### src/bhte_pkg.sv
package bhte_pkg;

	localparam int KEY_BITS = 64;

	localparam logic [1:0] CMD_GET = 2'd0;
	localparam logic [1:0] CMD_PUT = 2'd1;
	localparam logic [1:0] CMD_DEL = 2'd2;
	localparam logic [1:0] CMD_CLR = 2'd3;

	localparam logic [1:0] ST_OK       = 2'd0;
	localparam logic [1:0] ST_NOTFOUND = 2'd1;
	localparam logic [1:0] ST_FULL     = 2'd2;

	localparam logic [1:0] SL_EMPTY = 2'd0;
	localparam logic [1:0] SL_OCC   = 2'd1;
	localparam logic [1:0] SL_TOMB  = 2'd2;

	localparam logic [63:0] MIX_C1 = 64'hff51afd7ed558ccd;
	localparam logic [63:0] MIX_C2 = 64'hc4ceb9fe1a85ec53;
	localparam int          MIX_SHIFT = 33;

	typedef struct packed {
		logic [1:0]  command;
		logic [63:0] key;
		logic [63:0] record_in;
	} req_t;

	typedef struct packed {
		logic [1:0]  status;
		logic [63:0] record_out;
		logic [11:0] entries;
	} rsp_t;

endpackage

### src/bhte_hash.sv
module bhte_hash #(
	parameter int TOTAL_BUCKETS = 256
) (
	input  logic                                 clk,
	input  logic                                 arst_n,
	input  logic                                 start,
	input  logic [63:0]                          key,
	input  logic [$clog2(TOTAL_BUCKETS+1)-1:0]   nb,
	output logic                                 done,
	output logic [$clog2(TOTAL_BUCKETS)-1:0]     bucket
);

	localparam int BW  = $clog2(TOTAL_BUCKETS);
	localparam int NBW = $clog2(TOTAL_BUCKETS + 1);

	localparam logic [1:0] H_IDLE = 2'd0;
	localparam logic [1:0] H_MUL  = 2'd1;
	localparam logic [1:0] H_MOD  = 2'd2;

	logic [1:0]  state_q;
	logic [63:0] h_q;
	logic [63:0] acc_q;
	logic        ph_q;
	logic [1:0]  ms_q;
	logic [5:0]  bit_q;
	logic [BW-1:0] rem_q;
	logic        done_q;
	logic [BW-1:0] bucket_q;

	logic [63:0] c;
	logic [31:0] op_a, op_b;
	logic [63:0] prod;
	logic [63:0] sum;
	logic [BW:0]  trial;
	logic [BW-1:0] rem_next;

	always_comb begin
		c = ph_q ? bhte_pkg::MIX_C2 : bhte_pkg::MIX_C1;
		op_a = (ms_q == 2'd2) ? h_q[63:32] : h_q[31:0];
		op_b = (ms_q == 2'd1) ? c[63:32] : c[31:0];
		prod = 64'(op_a) * 64'(op_b);
		sum = acc_q + {prod[31:0], 32'd0};
		trial = {rem_q, h_q[63]};
		if ((NBW+1)'(trial) >= (NBW+1)'(nb))
			rem_next = BW'((NBW+1)'(trial) - (NBW+1)'(nb));
		else
			rem_next = BW'(trial);
	end

	always_ff @(posedge clk or negedge arst_n) begin
		if (!arst_n) begin
			state_q <= H_IDLE;
			done_q  <= 1'b0;
		end else begin
			case (state_q)
				H_IDLE: begin
					done_q <= 1'b0;
					if (start) begin
						h_q     <= key ^ (key >> bhte_pkg::MIX_SHIFT);
						ph_q    <= 1'b0;
						ms_q    <= 2'd0;
						state_q <= H_MUL;
					end
				end
				H_MUL: begin
					case (ms_q)
						2'd0: begin
							acc_q <= prod;
							ms_q  <= 2'd1;
						end
						2'd1: begin
							acc_q <= sum;
							ms_q  <= 2'd2;
						end
						default: begin
							h_q  <= sum ^ (sum >> bhte_pkg::MIX_SHIFT);
							ms_q <= 2'd0;
							if (ph_q) begin
								state_q <= H_MOD;
								bit_q   <= 6'd63;
								rem_q   <= '0;
							end else begin
								ph_q <= 1'b1;
							end
						end
					endcase
				end
				H_MOD: begin
					rem_q <= rem_next;
					h_q   <= h_q << 1;
					bit_q <= bit_q - 6'd1;
					if (bit_q == 6'd0) begin
						bucket_q <= rem_next;
						done_q   <= 1'b1;
						state_q  <= H_IDLE;
					end
				end
				default: state_q <= H_IDLE;
			endcase
		end
	end

	assign done   = done_q;
	assign bucket = bucket_q;

endmodule

### config.mk
export PLATFORM = sky130hd
export DESIGN_NAME = bhte_hash
export DESIGN_NICKNAME = d
export VERILOG_FILES = /design/src/bhte_pkg.sv /design/src/bhte_hash.sv
export SDC_FILE = /design/constraint.sdc
export NUM_CORES = 2
export LEC_CHECK = 0
export BUFFER_PORTS_ARGS = -buffer_cell sky130_fd_sc_hd__buf_2
export CORE_MARGIN = 5
export CORE_UTILIZATION = 51
export CTS_CLUSTER_DIAMETER = 100
export DETAILED_ROUTE_END_ITERATION = 6
export GPL_ROUTABILITY_DRIVEN = 0
export GPL_TIMING_DRIVEN = 0
export PLACE_DENSITY = 0.67
export SLEW_MARGIN = 25
export SYNTH_ARGS = -nofsm -noshare
export SYNTH_HDL_FRONTEND = slang
export SYNTH_SLANG_ARGS = --single-unit
### constraint.sdc
create_clock -name clk -period 31.9 [get_ports clk]
set_input_delay 3.19 -clock clk [delete_from_list [all_inputs] [get_ports clk]]
set_output_delay 3.19 -clock clk [all_outputs]
set_load 0.02 [all_outputs]
==> results.json <==
{
  "status": "completed",
  "report.final.slew_viol_count": 0,
  "drc_errors": 0,
  "crit_fanout": 11,
  "cts-root-buf": "clkbuf_16",
  "core_sq_um": 74700,
  "area_delta_synth_final_pct": 6.28,
  "cp_slowest_cell": "clkbuf_1",
  "worstHoldPathType": "flop to flop",
  "cts_hold_buffers": 0,
  "critical_path_class": "flop to flop",
  "grt_max_degree": 42,
  "clock_latency_ns": 0.44,
  "critPathCaptureType": "flop",
  "track_usage_pct": 32.7,
  "gr-total-overflow": 0,
  "cts_setup_buffers": 0,
  "fp.dieW_um": 285,
  "max_cap_violations": 0,
  "ys_seq_area_share_pct": 12.1,
  "wl_met2_um": 56000,
  "postSynthCellCount": 3864,
  "yosysUniqueCellTypes": 81,
  "wl_met3_um": 15800,
  "grt_pass1_wl_um": 195000,
  "synth_area_per_cell_sq_um": 9.97,
  "rows": 100,
  "ant_nets": 0,
  "place_ws_ns": 18.41,
  "io_pins": 85,
  "slowest_delay_ns": 0.73,
  "worstMarginPinSlew_ns": 1.19,
  "final_hold_viol_count": 0,
  "drt-total-wl_um": 132000,
  "antenna_found_initial": 1,
  "synthDominantCellAreaShare_pct": 44.8,
  "drt-initial-drc-count": 3628,
  "antenna_cells": 0,
  "cts_buffers": 17,
  "synthTopCellsByArea": "fa_1, edfxtp_1, ha_1",
  "path_clk_slew_ns": 0.07,
  "clock-sinks": 156,
  "ys_warn_count": 0,
  "grt_pass1_vias": 30100,
  "cts-resized-gates": 0,
  "ys_seq_elements": 156,
  "dpl.hpwl_um": 116000,
  "dr.max_layer_used": "met4",
  "timing.fmax_mhz": 71.3,
  "ys_async_sr_fraction_pct": 1.92,
  "dieHeight_um": 285,
  "avgViaCountPerCell": 5.91,
  "cp.required_ns": 32.05,
  "cp.arrival_ns": 14.17,
  "firstDrtPassIters": 5,
  "fin_crit_ns": 14.02,
  "cts_tree": "done",
  "die_area_sq_um": 81100,
  "synth_top_area_cell": "fa_1",
  "grt_setup_unrepaired": "false",
  "syn_nets": 5145,
  "drt-met1-wl_um": 50400,
  "htree_levels": 4,
  "setup_viol": 0,
  "cp-start-kind": "flop",
  "fin_tns_setup_ns": 0,
  "nNetsFinal": 5254,
  "ys.flop_type": "edfxtp_1",
  "drive_above_1_share_pct": 5.02,
  "syn-cell-area_sq_um": 38500,
  "port_buffers": 84,
  "cts_buffer_depth": 2,
  "finalWorstSetupSlack_ns": 17.88,
  "synth_edf_count": 153,
  "max_slew_margin_pct": 20.7,
  "period_share_pct": 43.9,
  "clock_skew_ns": 0.0175,
  "wire_per_inst_um": 26.6,
  "start_util_pct": 51.6,
  "rrSetupSlack_ns": 17.88,
  "via_count": 29300
}
==> area by class of cell <==
class	instances	area, sq um
buffer	97	374
multi-input combinational	2634	29900
clock inverter	15	159
clock buffer	17	425
timing repair buffer	90	510
inverter	977	3670
sequential	156	4670
tap	969	1210
fill	6640	33800
==> worst max-delay path, delay by kind of cell, from the launching register on <==
family,cells,cell delay (ns)
AOI/OAI and AO/OA,6,1.55
xor gates and xnor gates,3,0.85
adders and majority gates,11,4.91
buffers and inverters,15,4.21
DFF,1,0.48
and+or+nand+nor,6,1.71
==> stage by stage <==
| stage | hold WS [ns] | utilization [%] | instances | instance area [sq um] |
|---|---|---|---|---|
| after floorplan | 0.509 | - | 3864 | 38500 |
| after global placement | 0.528 | 53.8 | 4917 | 40200 |
| after detailed placement | 0.536 | 54.0 | 4923 | 40400 |
| after CTS | 0.550 | 54.8 | 4955 | 40900 |
| after global routing | 0.579 | 54.8 | 4955 | 40900 |
| final | 0.552 | 54.8 | 4955 | 40900 |
==> placed cells by master, fill, tap and decap left out, drive strengths merged, types with 8 or more instances in the layout <==
cell type  instances
inv              980
fa               863
ha               342
nor2             312
nand2            252
a21oi            159
edfxtp           153
xnor2            115
clkbuf           108
buf               96
o21ai             73
and2              55
a21o              45
xor2              39
a221oi            37
nand2b            28
mux2i             26
and3              22
o21a              22
o221ai            22
nand3             20
nand4             19
a31oi             17
nor2b             16
o21bai            15
a211oi            14
or2               14
nor3              12
o31ai             10
o211ai             8
==> registers in the layout, indices dropped and copies added (netlist names) <==
signal / count
acc_q: 64
h_q: 64
bucket: 8
rem_q: 8
bit_q: 6
ms_q: 2
state_q: 2
done: 1
ph_q: 1
==> routing by layer <==
layer / GRT usage, % / vias up
li1: - / 12200
met3: 8.44 / 392
met5: 0 / -
met1: 45.2 / 14700
met2: 47.7 / 1983
met4: 17.5 / 0
==> synth_stat cells, drive strengths merged (6+ instances only) <==
cell	instances
or2	14
o21ai	73
mux2	7
o221ai	22
xor2	39
ha	342
a31oi	17
nand4	19
nand2b	28
fa	863
and3	22
o211ai	8
o21bai	15
o21a	22
a21o	45
nand2	252
a221oi	37
nand3	20
edfxtp	153
mux2i	26
clkbuf	91
a211o	7
o31ai	10
nor3	12
buf	6
and2	55
nor2b	16
xnor2	115
a211oi	14
inv	974
a22oi	7
a21oi	159
nor2	312
==> cell families (layout without fill, tap and decap cells) <==
kind of cell	count (synthesis)	after routing	synth area share, %
AOI/OAI and AO/OA	475	475	8.27
xor gates and xnor gates	154	154	3.52
adders and majority gates	1205	1205	56.0
buffers and inverters	1074	1196	10.5
DFF	156	156	12.1
muxes	33	33	0.880
other	1	1	0.00973
and+or+nand+nor	766	766	8.76
==> final timing paths <==
path | from | to | cells after the start
hold reg to reg | done$_DFFE_PN0P_ | done$_DFFE_PN0P_ | 2
hold / removal | done$_DFFE_PN0P_ | done$_DFFE_PN0P_ | 2
min in group asynchronous | arst_n | done$_DFFE_PN0P_ | 1
setup / recovery | ms_q[0]$_SDFFCE_PN0P_ | h_q[30]$_DFFE_PP_ | 41
setup reg to reg | ms_q[0]$_SDFFCE_PN0P_ | h_q[30]$_DFFE_PP_ | 41
max in group asynchronous | arst_n | state_q[1]$_DFFE_PN0P_ | 1
Power is not shown: default switching activity piles up to over one toggle a cycle in this logic, so the estimate is an artifact.
